### src/rtl/core/lzwp_pkg.sv
// Shared constants and types of the LZW variable-width code packer.
package lzwp_pkg;

    localparam int MAX_CODE_BITS = 12;
    localparam int JUMP_ENTRIES  = 10;

    localparam int CODE_W   = 12;
    localparam int THR_W    = 16;
    localparam int SLOT_W   = 4;
    localparam int WIDTH_W  = 4;
    localparam int START_W  = 4;
    localparam int FILL_W   = 3;
    localparam int BUF_W    = MAX_CODE_BITS + 7;
    localparam int JPOS_W   = 4;
    localparam int JIDX_W   = (JUMP_ENTRIES > 1) ? $clog2(JUMP_ENTRIES) : 1;
    localparam int BYTES_MAX = 3;

    localparam logic [START_W-1:0] START_BITS_RESET = START_W'(9);
    localparam logic [START_W-1:0] START_BITS_MIN   = START_W'(3);
    localparam logic [START_W-1:0] START_BITS_MAX   = START_W'(9);

    localparam logic CMD_PACK = 1'b0;
    localparam logic CMD_LOAD = 1'b1;

    typedef struct packed {
        logic [BYTES_MAX-1:0][7:0] bytes;
        logic [BYTES_MAX-1:0]      last;
        logic [BYTES_MAX-1:0]      flush;
        logic [1:0]                count;
    } lzwp_burst_t;

endpackage

### src/rtl/core/lzwp_ifs.sv
// Handshake interfaces: code items, packed output words and configuration writes.
interface lzwp_item_if;
    logic                          valid;
    logic                          ready;
    logic                          cmd;
    logic [lzwp_pkg::CODE_W-1:0]   code;
    logic                          segment_start;
    logic                          final_code;
    logic [lzwp_pkg::SLOT_W-1:0]   jump_slot;
    logic [lzwp_pkg::THR_W-1:0]    jump_threshold;

    modport source (output valid, cmd, code, segment_start, final_code, jump_slot,
                    jump_threshold, input ready);
    modport sink (input valid, cmd, code, segment_start, final_code, jump_slot,
                  jump_threshold, output ready);
endinterface

interface lzwp_byte_if;
    logic       valid;
    logic       ready;
    logic [7:0] out_byte;
    logic       last_of_run;
    logic       stream_end;

    modport source (output valid, out_byte, last_of_run, stream_end, input ready);
    modport sink (input valid, out_byte, last_of_run, stream_end, output ready);
endinterface

interface lzwp_cfg_if;
    logic                         valid;
    logic                         ready;
    logic [lzwp_pkg::START_W-1:0] start_bits;

    modport source (output valid, start_bits, input ready);
    modport sink (input valid, start_bits, output ready);
endinterface

### src/rtl/core/lzwp_pack_unit.sv
// Input register, code width tracking, jump table and bit accumulator.
module lzwp_pack_unit (
    input  logic                 clk,
    input  logic                 rst_n,
    lzwp_item_if.sink            codes,
    lzwp_cfg_if.sink             cfg,
    output logic                 burst_valid,
    input  logic                 burst_ready,
    output lzwp_pkg::lzwp_burst_t burst
);
    import lzwp_pkg::*;

    logic                  item_valid_reg;
    logic                  cmd_reg;
    logic [CODE_W-1:0]     code_reg;
    logic                  seg_reg;
    logic                  fin_reg;
    logic [SLOT_W-1:0]     slot_reg;
    logic [THR_W-1:0]      thr_reg;

    logic [START_W-1:0]    start_bits_reg;
    logic [BUF_W-1:0]      bit_buffer_reg, bit_buffer_next;
    logic [FILL_W-1:0]     bit_fill_reg, bit_fill_next;
    logic [WIDTH_W-1:0]    code_width_reg, code_width_next;
    logic [JPOS_W-1:0]     jump_pos_reg, jump_pos_next;
    logic [THR_W-1:0]      code_counter_reg, code_counter_next;
    logic [THR_W-1:0]      jump_table [JUMP_ENTRIES];

    logic                  fire;
    logic [START_W-1:0]    eff_start;
    logic [WIDTH_W-1:0]    cw0;
    logic [JPOS_W-1:0]     jp0;
    logic [THR_W-1:0]      cnt0, cnt1;
    logic [CODE_W-1:0]     clear_code;
    logic [THR_W-1:0]      thr_rd;
    logic                  adv;
    logic [CODE_W-1:0]     code_mask;
    logic [BUF_W-1:0]      acc, acc_s;
    logic [4:0]            fill_sum;
    logic [1:0]            nb;
    logic [7:0]            flush_byte;
    logic [1:0]            n_total;

    assign fire        = item_valid_reg && burst_ready;
    assign codes.ready = !item_valid_reg || burst_ready;
    assign burst_valid = item_valid_reg;
    assign cfg.ready   = 1'b1;

    always_comb
    begin
        if (start_bits_reg < START_BITS_MIN)
        begin
            eff_start = START_BITS_MIN;
        end
        else if (start_bits_reg > START_BITS_MAX)
        begin
            eff_start = START_BITS_MAX;
        end
        else
        begin
            eff_start = start_bits_reg;
        end

        cw0  = seg_reg ? WIDTH_W'(eff_start) : code_width_reg;
        jp0  = seg_reg ? '0 : jump_pos_reg;
        cnt0 = seg_reg ? THR_W'(1) : code_counter_reg;

        clear_code = CODE_W'(1) << (eff_start - START_W'(1));
        cnt1 = (code_reg == clear_code) ? '0 : cnt0;

        thr_rd = jump_table[jp0[JIDX_W-1:0]];
        adv = (cw0 < WIDTH_W'(MAX_CODE_BITS)) && (jp0 < JPOS_W'(JUMP_ENTRIES))
              && ({1'b0, cnt1} > ({1'b0, thr_rd} + 17'd1));

        code_width_next = cw0 + WIDTH_W'(adv);
        jump_pos_next   = jp0 + JPOS_W'(adv);

        code_mask = ~({CODE_W{1'b1}} << code_width_next);
        acc = bit_buffer_reg | (BUF_W'(code_reg & code_mask) << bit_fill_reg);
        fill_sum = 5'(bit_fill_reg) + 5'(code_width_next);
        nb = (fill_sum >= 5'd16) ? 2'd2 : ((fill_sum >= 5'd8) ? 2'd1 : 2'd0);
        acc_s = acc >> {nb, 3'b000};
        flush_byte = acc_s[7:0];

        code_counter_next = (cnt1 < {THR_W{1'b1}}) ? cnt1 + THR_W'(1) : cnt1;

        if (fin_reg)
        begin
            bit_buffer_next = acc_s >> 8;
            bit_fill_next   = '0;
        end
        else
        begin
            bit_buffer_next = acc_s;
            bit_fill_next   = fill_sum[FILL_W-1:0];
        end

        n_total = nb + 2'(fin_reg);
        if (cmd_reg == CMD_LOAD)
        begin
            n_total = '0;
        end

        burst.bytes[0] = (nb >= 2'd1) ? acc[7:0] : flush_byte;
        burst.bytes[1] = (nb == 2'd2) ? acc[15:8] : flush_byte;
        burst.bytes[2] = flush_byte;
        burst.flush[0] = fin_reg && (nb == 2'd0);
        burst.flush[1] = fin_reg && (nb == 2'd1);
        burst.flush[2] = fin_reg && (nb == 2'd2);
        burst.last[0]  = (n_total == 2'd1);
        burst.last[1]  = (n_total == 2'd2);
        burst.last[2]  = (n_total == 2'd3);
        burst.count    = n_total;
    end

    always_ff @(posedge clk or negedge rst_n)
    begin
        if (!rst_n)
        begin
            item_valid_reg   <= 1'b0;
            start_bits_reg   <= START_BITS_RESET;
            bit_buffer_reg   <= '0;
            bit_fill_reg     <= '0;
            code_width_reg   <= WIDTH_W'(START_BITS_RESET);
            jump_pos_reg     <= '0;
            code_counter_reg <= THR_W'(1);
        end
        else
        begin
            if (codes.ready)
            begin
                item_valid_reg <= codes.valid;
            end
            if (cfg.valid)
            begin
                start_bits_reg <= cfg.start_bits;
            end
            if (fire && (cmd_reg == CMD_PACK))
            begin
                bit_buffer_reg   <= bit_buffer_next;
                bit_fill_reg     <= bit_fill_next;
                code_width_reg   <= code_width_next;
                jump_pos_reg     <= jump_pos_next;
                code_counter_reg <= code_counter_next;
            end
        end
    end

    always_ff @(posedge clk)
    begin
        if (codes.ready && codes.valid)
        begin
            cmd_reg  <= codes.cmd;
            code_reg <= codes.code;
            seg_reg  <= codes.segment_start;
            fin_reg  <= codes.final_code;
            slot_reg <= codes.jump_slot;
            thr_reg  <= codes.jump_threshold;
        end
        if (fire && (cmd_reg == CMD_LOAD) && (slot_reg < SLOT_W'(JUMP_ENTRIES)))
        begin
            jump_table[slot_reg[JIDX_W-1:0]] <= thr_reg;
        end
    end

endmodule

### src/rtl/core/lzwp_byte_queue.sv
// Result register holding up to three packed words, drained one per cycle while the output is ready.
module lzwp_byte_queue (
    input  logic                  clk,
    input  logic                  rst_n,
    input  logic                  burst_valid,
    output logic                  burst_ready,
    input  lzwp_pkg::lzwp_burst_t burst,
    lzwp_byte_if.source           packed_out
);
    import lzwp_pkg::*;

    logic [BYTES_MAX-1:0][7:0] bytes_reg;
    logic [BYTES_MAX-1:0]      last_reg;
    logic [BYTES_MAX-1:0]      flush_reg;
    logic [1:0]                count_reg;
    logic [1:0]                rd_ptr_reg;
    logic                      take;

    assign packed_out.valid       = (count_reg != 2'd0);
    assign take                   = packed_out.valid && packed_out.ready;
    assign burst_ready            = (count_reg == 2'd0) || ((count_reg == 2'd1) && take);
    assign packed_out.out_byte    = bytes_reg[rd_ptr_reg];
    assign packed_out.last_of_run = last_reg[rd_ptr_reg];
    assign packed_out.stream_end  = flush_reg[rd_ptr_reg];

    always_ff @(posedge clk or negedge rst_n)
    begin
        if (!rst_n)
        begin
            count_reg  <= '0;
            rd_ptr_reg <= '0;
        end
        else if (burst_valid && burst_ready)
        begin
            count_reg  <= burst.count;
            rd_ptr_reg <= '0;
        end
        else if (take)
        begin
            count_reg  <= count_reg - 2'd1;
            rd_ptr_reg <= rd_ptr_reg + 2'd1;
        end
    end

    always_ff @(posedge clk)
    begin
        if (burst_valid && burst_ready)
        begin
            bytes_reg <= burst.bytes;
            last_reg  <= burst.last;
            flush_reg <= burst.flush;
        end
    end

endmodule

### src/rtl/core/lzw_variable_width_code_packer.sv
// Top level of the GIF-style LZW variable-width code packer.
//
//  channel  dir  payload                                               role
//  codes    in   cmd, code, segment_start, final_code, jump_slot/thr   code or table load
//  packed   out  out_byte, last_of_run, stream_end                     packed words, LSB first
//  cfg      in   start_bits                                            start code width
//
// An item is registered, then processed combinationally into a three-word result register.
// A code item yields 0 to 3 words, which leave one per cycle while the output is ready;
// a table load yields no words.
// The next item is taken in the same cycle as the last word of the previous one leaves.
// Reset clears the accumulator and width state; the jump table holds no reset value.
module lzw_variable_width_code_packer (
    input  logic        clk,
    input  logic        rst_n,
    lzwp_item_if.sink   codes,
    lzwp_byte_if.source packed_out,
    lzwp_cfg_if.sink    cfg
);
    import lzwp_pkg::*;

    logic        burst_valid;
    logic        burst_ready;
    lzwp_burst_t burst;

    lzwp_pack_unit u_pack (
        .clk         (clk),
        .rst_n       (rst_n),
        .codes       (codes),
        .cfg         (cfg),
        .burst_valid (burst_valid),
        .burst_ready (burst_ready),
        .burst       (burst)
    );

    lzwp_byte_queue u_queue (
        .clk         (clk),
        .rst_n       (rst_n),
        .burst_valid (burst_valid),
        .burst_ready (burst_ready),
        .burst       (burst),
        .packed_out  (packed_out)
    );

endmodule
### src/flat_wrapper.sv
// flat-port wrapper written by rule: the top's interface ports become plain ports
module lzw_variable_width_code_packer_flat import lzwp_pkg::*;
  (clk, rst_n, codes_valid, codes_cmd, codes_code, codes_segment_start, codes_final_code, codes_jump_slot, codes_jump_threshold, codes_ready, packed_out_valid, packed_out_out_byte, packed_out_last_of_run, packed_out_stream_end, packed_out_ready, cfg_valid, cfg_start_bits, cfg_ready);
  lzwp_item_if codes_i ();
  lzwp_byte_if packed_out_i ();
  lzwp_cfg_if cfg_i ();
  input  logic clk;
  input  logic rst_n;
  input wire logic [$bits(codes_i.valid)-1:0] codes_valid;
  input wire logic [$bits(codes_i.cmd)-1:0] codes_cmd;
  input wire logic [$bits(codes_i.code)-1:0] codes_code;
  input wire logic [$bits(codes_i.segment_start)-1:0] codes_segment_start;
  input wire logic [$bits(codes_i.final_code)-1:0] codes_final_code;
  input wire logic [$bits(codes_i.jump_slot)-1:0] codes_jump_slot;
  input wire logic [$bits(codes_i.jump_threshold)-1:0] codes_jump_threshold;
  output wire logic [$bits(codes_i.ready)-1:0] codes_ready;
  output wire logic [$bits(packed_out_i.valid)-1:0] packed_out_valid;
  output wire logic [$bits(packed_out_i.out_byte)-1:0] packed_out_out_byte;
  output wire logic [$bits(packed_out_i.last_of_run)-1:0] packed_out_last_of_run;
  output wire logic [$bits(packed_out_i.stream_end)-1:0] packed_out_stream_end;
  input wire logic [$bits(packed_out_i.ready)-1:0] packed_out_ready;
  input wire logic [$bits(cfg_i.valid)-1:0] cfg_valid;
  input wire logic [$bits(cfg_i.start_bits)-1:0] cfg_start_bits;
  output wire logic [$bits(cfg_i.ready)-1:0] cfg_ready;
  assign codes_i.valid = codes_valid;
  assign codes_i.cmd = codes_cmd;
  assign codes_i.code = codes_code;
  assign codes_i.segment_start = codes_segment_start;
  assign codes_i.final_code = codes_final_code;
  assign codes_i.jump_slot = codes_jump_slot;
  assign codes_i.jump_threshold = codes_jump_threshold;
  assign codes_ready = codes_i.ready;
  assign packed_out_valid = packed_out_i.valid;
  assign packed_out_out_byte = packed_out_i.out_byte;
  assign packed_out_last_of_run = packed_out_i.last_of_run;
  assign packed_out_stream_end = packed_out_i.stream_end;
  assign packed_out_i.ready = packed_out_ready;
  assign cfg_i.valid = cfg_valid;
  assign cfg_i.start_bits = cfg_start_bits;
  assign cfg_ready = cfg_i.ready;
  lzw_variable_width_code_packer u_core (.clk(clk), .rst_n(rst_n), .codes(codes_i), .packed_out(packed_out_i), .cfg(cfg_i));
endmodule
### config.mk
export PLATFORM = sky130hd
export DESIGN_NAME = lzw_variable_width_code_packer_flat
export DESIGN_NICKNAME = d
export VERILOG_FILES = /design/src/rtl/core/lzwp_pkg.sv /design/src/rtl/core/lzwp_ifs.sv /design/src/rtl/core/lzwp_pack_unit.sv /design/src/rtl/core/lzwp_byte_queue.sv /design/src/rtl/core/lzw_variable_width_code_packer.sv /design/src/flat_wrapper.sv
export SDC_FILE = /design/constraint.sdc
export NUM_CORES = 1
export LEC_CHECK = 0
export BUFFER_PORTS_ARGS = -buffer_cell sky130_fd_sc_hd__buf_2
export CAP_MARGIN = 20
export CORE_MARGIN = 10
export CORE_UTILIZATION = 55
export CTS_CLUSTER_SIZE = 14
export DETAILED_ROUTE_END_ITERATION = 16
export GPL_ROUTABILITY_DRIVEN = 0
export GPL_TIMING_DRIVEN = 0
export PLACE_DENSITY = 0.72
export SLEW_MARGIN = 20
export SYNTH_ARGS = -nofsm -noshare
export SYNTH_HDL_FRONTEND = slang
export SYNTH_SLANG_ARGS = --single-unit
### constraint.sdc
create_clock -name clk -period 10.4 [get_ports clk]
set_input_delay 2.08 -clock clk [delete_from_list [all_inputs] [get_ports clk]]
set_output_delay 2.08 -clock clk [all_outputs]
set_load 0.02 [all_outputs]
==> impl_metrics.toml, run 1 <==
[status]
outcome = "complete, no violations"

[yosys]
ys_seq_elements = 280
dominantRegCellSynth = "edfxtp_1"
synth_edf_count = 225
synth_sequential_area_ratio_pct = 59.0
syn_nets = 1199
ys_async_sr_fraction_pct = 19.6
syn_area_per_cell_um2 = 12.2
synth.cell_area_mm2 = 0.0138
post_synth_num_cell_types = 91
synthesized_netlist_cell_count = 1128
ys.warnings.count = 0

[pwr]
power-per-cell-area_mw_per_mm2 = 252
cellLeakagePower_nw = 5.54
proportion_of_power_drawn_by_flip_flops_and_latches_pct = 41.2
vdd.ir_drop.worst_mv = 0.165
net_switching_power_mw = 1.41
comb_power_share_pct = 33.6
power.share.clock_pct = 25.2
cell_internal_pwr_mw = 2.51
sw_frac_of_total_pct = 35.9

[setup_path]
setup.worst_path.end_class = "flop"
timing.critical_path.arrival_ps = 8840
path_class = "flop to flop"
r2r_cells = 30
path_common_cell = "ha_1"
timing.critical_path.slowest_cell_delay_ps = 710
cp_data_required_time_ps = 10850
setup.reg_to_reg.worst_slack_ps = 2000
timing.critical_path.slowest_stage_cell = "nor3_1"
worst_r2r_startpoint = "u_core.u_pack.seg_reg$_DFFE_PP_"
rr_endpoint = "u_core.u_pack.bit_buffer_reg[2]$_DFFE_PN0P_"
critPathCapture = "u_core.u_pack.bit_buffer_reg[2]$_DFFE_PN0P_"
worstSetupStartpointType = "flop"
timing.critical_path.fanout_max = 10
worstSetupStartpoint = "u_core.u_pack.seg_reg$_DFFE_PP_"

[layout]
synthToLayoutAreaGrowth_pct = 12.7
diodes = 0
largest_reg_flops = 160
nets = 1297
layout.cells.most_common_list = "edfxtp_1 (225), nand2_1 (98), o21ai_0 (70)"
final.fill_count = 1869
layout-drive-gt1-share_pct = 16.5
most_common_library_cell_in_the_layout_ignoring_fill_and_taps = "edfxtp_1"

[placement]
post-dp-hpwl_um = 23800
post-place-ws_ps = 2150
port_buffers = 54

[timing]
maxSlewHeadroom_pct = 32.2
worstMarginPinSlew_ps = 991
unrepaired_setup_endpoints_after_global_routing = "no"
fin_tns_setup_ps = 0
layout_setup_ws_ps = 2000
final_cycle_utilization_of_the_critical_path_pct = 80.7
report.final.slew_viol_count = 0
fin_worst_skew_ps = 19.9
maxClockFrequency_mhz = 119
period_needed_ps = 8400
finalHoldViolations = 0
finalSetupViolCount = 0

[clock_network]
cts_hold_repair.buffers = 0
tritoncts_num_sinks = 280
cts_tree = "yes"
clockBufferDepth = 3
clock_latency_on_the_worst_skew_pair_ps = 570
post_cts_resized = 0
clk_pin_slew_worst_paths_ps = 60
htree_num_levels = 1
cts_setup_buffers = 0
number_of_buffers_created_by_cts = 29
clock_tree.root_cell = "clkbuf_16"

[global_routing]
grt_first_pass_wirelength_um = 53900
grt_start_max_net_pins = 56
grt.overflow.total = 0
gr-usage-all-layers_pct = 21.5
via_count_of_the_first_global_routing_pass = 9761
antenna_violations_before_repair = 0

[die]
core-area_mm2 = 0.0245
floorplan.initialDensity_pct = 56.4
floorplan.die_area_mm2 = 0.0318
die-width_um = 178
dieHeight_um = 178
rows = 57
top_ports = 57

[routing]
remaining_drc_errors = 0
avgRoutedWirePerCell_um = 21.9
antenna_left = 0
drt_pre_antenna_iters = 5
wirelength_um = 34400
route.detailed.vias_per_inst = 6.27
drt_iter0_markers = 918
route.vias.total = 9864

[min_path]
hold_class = "flop to flop"

[flow_run]
drv.max_cap_violation_count = 0
==> cell type report <==
cell class | count | area [um^2] | area share (%)
multi-input combinational | 742 | 5220 | 33.6
buffer | 64 | 307 | 1.97
clock inverter | 12 | 73.8 | 0.475
timing repair buffer | 67 | 413 | 2.66
sequential | 280 | 8140 | 52.4
inverter | 42 | 158 | 1.01
tap | 324 | 405 | 2.61
clock buffer | 41 | 822 | 5.29
==> worst min path at each step <==
| stage | startpoint | cells past startpoint | end |
|---|---|---|---|
| after floorplan | u_core.u_pack.code_width_reg[0]$_DFFE_PN1P_ | 2 | u_core.u_pack.code_width_reg[0]$_DFFE_PN1P_ |
| after global placement | u_core.u_pack.code_width_reg[0]$_DFFE_PN1P_ | 2 | u_core.u_pack.code_width_reg[0]$_DFFE_PN1P_ |
| after detailed placement | u_core.u_pack.code_width_reg[0]$_DFFE_PN1P_ | 2 | u_core.u_pack.code_width_reg[0]$_DFFE_PN1P_ |
| after CTS | u_core.u_pack.code_width_reg[0]$_DFFE_PN1P_ | 2 | u_core.u_pack.code_width_reg[0]$_DFFE_PN1P_ |
| after global routing | u_core.u_pack.code_width_reg[0]$_DFFE_PN1P_ | 2 | u_core.u_pack.code_width_reg[0]$_DFFE_PN1P_ |
| final | u_core.u_pack.code_width_reg[0]$_DFFE_PN1P_ | 2 | u_core.u_pack.code_width_reg[0]$_DFFE_PN1P_ |
==> per-stage QoR <==
step	std cells	utilization [%]	power, mW	hold WS [ps]	instance area (um^2)
6_report	1572	63.5	3.91	461	15500
5_1_grt	1572	63.5	4.12	501	15500
4_1_cts	1572	63.5	3.92	461	15500
3_5_place_dp	1519	59.9	2.93	451	14600
3_3_place_gp	1506	59.1	2.88	448	14500
2_1_floorplan	1128	-	2.53	439	13800
==> routing by layer <==
layer	up-vias	share of wire, %	track usage, %
met5	-	0	0
met4	0	2.9	6.68
met3	66	5.5	2.64
met2	372	50	36.7
met1	4897	42	28.0
li1	4529	-	-
==> logic make-up after synthesis <==
family | Yosys count | share of synthesized area [%]
xor+xnor | 18 | 1.34
fa+ha+maj | 27 | 2.50
other cells | 1 | 0.0272
buf+inv | 106 | 3.37
compound gates | 288 | 14.3
simple gates | 329 | 12.0
mux | 79 | 7.48
flops | 280 | 59.0
==> power by group through the flow <==
stage / combinational [mW] / clock [mW] / sequential, mW
after floorplan: 0.938 / 0 / 1.59
after global placement: 1.26 / 0 / 1.63
after detailed placement: 1.30 / 0 / 1.63
after CTS: 1.31 / 1.00 / 1.61
after global routing: 1.44 / 1.05 / 1.64
final: 1.31 / 0.985 / 1.61
==> synth_stat cells, types with 8 or more instances <==
cell	count	area, um^2
edfxtp_1	225	6760
nand2_1	98	368
o21ai_0	70	350
nor2_1	64	240
a21oi_1	57	285
dfrtp_1	50	1250
mux2i_1	40	400
clkbuf_1	39	146
inv_1	39	146
ha_1	26	325
nor3_1	25	125
nand3_1	24	120
mux2_2	22	248
a31oi_1	20	125
and2_1	20	125
mux4_2	17	383
nand4_1	17	106
nor2b_1	15	93.8
nand2b_1	14	87.6
a211oi_1	11	82.6
buf_2	11	55.1
a221oi_1	10	87.6
buf_4	10	75.1
o31ai_1	10	75.1
a21o_1	9	67.6
and3_1	9	56.3
o221ai_1	8	70.1
o22ai_1	8	50.1
o311ai_0	8	70.1
or3_1	8	50.1
xnor2_1	8	70.1
xor2_1	8	70.1
==> worst max-delay path, delay by kind of cell (launching register included) <==
kind / cells / cell delay [ps]
AOI/OAI and AO/OA: 8 / 1720
xor gates and xnor gates: 1 / 230
adders and majority gates: 4 / 1130
buffers and inverters: 6 / 1160
DFF: 1 / 420
and+or+nand+nor: 11 / 3590
Note: power is estimated with default switching activity, not from simulation.
==> run 2, diff against run 1 <==
--- a/config.mk
+++ b/config.mk
@@ -5,6 +5,7 @@
 export SDC_FILE = /design/constraint.sdc
 export NUM_CORES = 1
 export LEC_CHECK = 0
+export ABC_AREA = 1
 export BUFFER_PORTS_ARGS = -buffer_cell sky130_fd_sc_hd__buf_2
 export CAP_MARGIN = 20
 export CORE_MARGIN = 10
@@ -13,7 +14,7 @@
 export DETAILED_ROUTE_END_ITERATION = 16
 export GPL_ROUTABILITY_DRIVEN = 0
 export GPL_TIMING_DRIVEN = 0
-export PLACE_DENSITY = 0.72
+export PLACE_DENSITY = 0.75
 export SLEW_MARGIN = 20
 export SYNTH_ARGS = -nofsm -noshare
 export SYNTH_HDL_FRONTEND = slang
==> constraint.sdc (replaced) <==
create_clock -name clk -period 6.95 [get_ports clk]
set_input_delay 1.39 -clock clk [delete_from_list [all_inputs] [get_ports clk]]
set_output_delay 1.39 -clock clk [all_outputs]
set_load 0.02 [all_outputs]
==> impl_metrics.toml, run 2 <==
[status]
outcome = "complete, no violations"

[routing]
wirelength_um = 34600
route.detailed.vias_per_inst = 5.75
route.vias.total = 10800
antenna_left = 0
drt_iter0_markers = 1181
remaining_drc_errors = 0
avgRoutedWirePerCell_um = 18.4
drt_pre_antenna_iters = 6

[yosys]
synth.largest_area_cell = "edfxtp_1"
synthesized_netlist_cell_count = 1417
area_fraction_in_compound_gates_after_synthesis_pct = 7.82
ys_async_sr_fraction_pct = 19.6
synth_top_area_share_pct = 49.1
ys.warnings.count = 0
post_synth_num_cell_types = 56
synth_sequential_area_ratio_pct = 59.2
synth.cell_area_mm2 = 0.0138
post_synth_fa_ha_maj_area_fraction_pct = 2.51
yosysMostFrequentCell = "nand2_1"
synth_mux_area_share_pct = 0.146
synth_edf_count = 225
synth.area.top_cells = "edfxtp_1 (49%), nand2_1 (11%), dfrtp_1 (9.1%)"
syn_nets = 1488
yosys.area_share.xor_xnor_pct = 1.39
ys_seq_elements = 280
largest_family_of_logic_cells_by_synthesized_area = "simple AND/OR/NAND/NOR gates"
synth_top_cells_by_count = "nand2_1 (386), edfxtp_1 (225), nand3_1 (173)"
synth_simple_gate_area_share_pct = 23.3
syn_area_per_cell_um2 = 9.71
dominantRegCellSynth = "edfxtp_1"

[placement]
post-dp-hpwl_um = 24200
port_buffers = 55
post-place-ws_ps = -277
post_dp_cell_area_mm2 = 0.0147

[min_path]
hold_class = "flop to flop"

[timing]
report.final.slew_viol_count = 0
maxSlewHeadroom_pct = 48.1
layout_setup_ws_ps = 404
maxClockFrequency_mhz = 153
final_cycle_utilization_of_the_critical_path_pct = 94.2
fin_worst_skew_ps = 14.9
finalSetupViolCount = 0
fin_tns_setup_ps = 0
finalHoldViolations = 0
period_needed_ps = 6550
worstMarginPinSlew_ps = 779

[setup_path]
timing.critical_path.slowest_stage_cell = "edfxtp_1"
timing.critical_path.fanout_max = 10
timing.critical_path.arrival_ps = 7030
cp_data_required_time_ps = 7430
setup.reg_to_reg.worst_slack_ps = 400
setup.worst_path.end_class = "flop"
path_class = "flop to flop"
worstSetupStartpointType = "flop"
timing.critical_path.slowest_cell_delay_ps = 460
path_common_cell = "nand2_1"

[global_routing]
globalRoute.busiestLayer = "met2"
met1_resource_use_gr_pct = 26.6
antenna_violations_before_repair = 0
gr-usage-all-layers_pct = 21.5
grtUsageMet3_pct = 3.53
grt.overflow.total = 0
groute.layer.met2.usage_pct = 37.6
via_count_of_the_first_global_routing_pass = 10400
grt_first_pass_wirelength_um = 54600
grt_start_max_net_pins = 56

[clock_network]
tritoncts_num_sinks = 280
clock_latency_on_the_worst_skew_pair_ps = 580
clockBufferDepth = 3
cts_tree = "yes"
htree_num_levels = 1
clock_tree.root_cell = "clkbuf_16"
number_of_buffers_created_by_cts = 29
cts_hold_repair.buffers = 0
clk_pin_slew_worst_paths_ps = 60

[flow_run]
drv.max_cap_violation_count = 0

[layout]
largest_reg_flops = 160
layout.cell_area.non_filler_mm2 = 0.0159
finalCoreUtilization_pct = 64.8
synthToLayoutAreaGrowth_pct = 15.3
layout.cells.most_common_list = "nand2_1 (385), edfxtp_1 (225), nand3_1 (173)"
most_common_library_cell_in_the_layout_ignoring_fill_and_taps = "nand2_1"
diodes = 0
final.fill_count = 1905
nets = 1602
layout-drive-gt1-share_pct = 16.0

[die]
floorplan.initialDensity_pct = 56.2
top_ports = 57
rows = 57
die-width_um = 178
floorplan.die_area_mm2 = 0.0317
core-area_mm2 = 0.0245
dieHeight_um = 178

[pwr]
power-per-cell-area_mw_per_mm2 = 367
vdd.ir_drop.worst_mv = 0.254
cellLeakagePower_nw = 6.61
[run 2: cells by family after synthesis]
kind of cell / after synthesis
XOR/XNOR: 21
flip-flops: 280
buffers and inverters: 182
AO/OA/AOI/OAI: 171
AND/OR/NAND/NOR: 733
multiplexers: 2
adder cells (fa/ha/maj): 27
other: 1
[run 2: routing by layer]
metal | share of wire (%) | vias up
met5 | 0 | -
met4 | 3.2 | 0
met3 | 7.7 | 81
met2 | 50 | 500
met1 | 39 | 5101
li1 | - | 5109
[run 2: path summary, 6_finish.rpt]
path,startpoint,to,cells past startpoint
min in group asynchronous,rst_n,u_core.u_pack.start_bits_reg[2]$_DFFE_PN0P_,1
worst max register to register,u_core.u_pack.seg_reg$_DFFE_PP_,u_core.u_queue.count_reg[1]$_DFFE_PN0P_,42
max in group asynchronous,rst_n,u_core.u_pack.bit_buffer_reg[3]$_DFFE_PN0P_,1
worst min-delay path,u_core.u_pack.code_width_reg[2]$_DFFE_PN0P_,u_core.u_pack.code_width_reg[2]$_DFFE_PN0P_,2
worst max-delay path,u_core.u_pack.seg_reg$_DFFE_PP_,u_core.u_queue.count_reg[1]$_DFFE_PN0P_,42
worst min register to register,u_core.u_pack.code_width_reg[2]$_DFFE_PN0P_,u_core.u_pack.code_width_reg[2]$_DFFE_PN0P_,2
[run 2: cell type report]
type | instances | area [um^2] | share of cell area [%]
Clock buffer | 35 | 768 | 4.84
Tap cell | 324 | 405 | 2.56
Inverter | 125 | 478 | 3.01
Sequential cell | 280 | 8140 | 51.3
Multi-Input combinational cell | 955 | 5010 | 31.6
Buffer | 57 | 369 | 2.33
Timing Repair Buffer | 83 | 554 | 3.50
Clock inverter | 19 | 133 | 0.836
[run 2: stage by stage]
step                      hold WS [ps]  total power [mW]  cells
after floorplan                    449              3.65   1417
after global placement             465              4.16   1796
after detailed placement           475              4.27   1815
after CTS                          490              5.75   1869
after global routing               522              6.16   1878
final                              484              5.82   1878
[run 2: repair_timing]
| action | 4_1_cts | 5_1_grt |
|---|---|---|
| setup buffers | 0 | 9 |
| pin swaps | 1 | 6 |
| endpoints found under the setup margin | 5 | 35 |
| resized for setup | 8 | 53 |
[run 2: power by group]
| part | total [mW] | internal (mW) | switching (mW) |
|---|---|---|---|
| sequential | 2.38 | 2.21 | 0.170 |
| combinational | 1.97 | 0.627 | 1.34 |
| clock | 1.48 | 0.825 | 0.653 |
| total | 5.82 | 3.66 | 2.17 |
[run 2: critical path, delay by kind of cell (launching register included)]
kind	cells	cell delay, ps
flip-flops	1	460
adder cells (fa/ha/maj)	6	1450
buffers and inverters	8	1070
AND/OR/NAND/NOR	21	2150
XOR/XNOR	1	220
AO/OA/AOI/OAI	6	1060
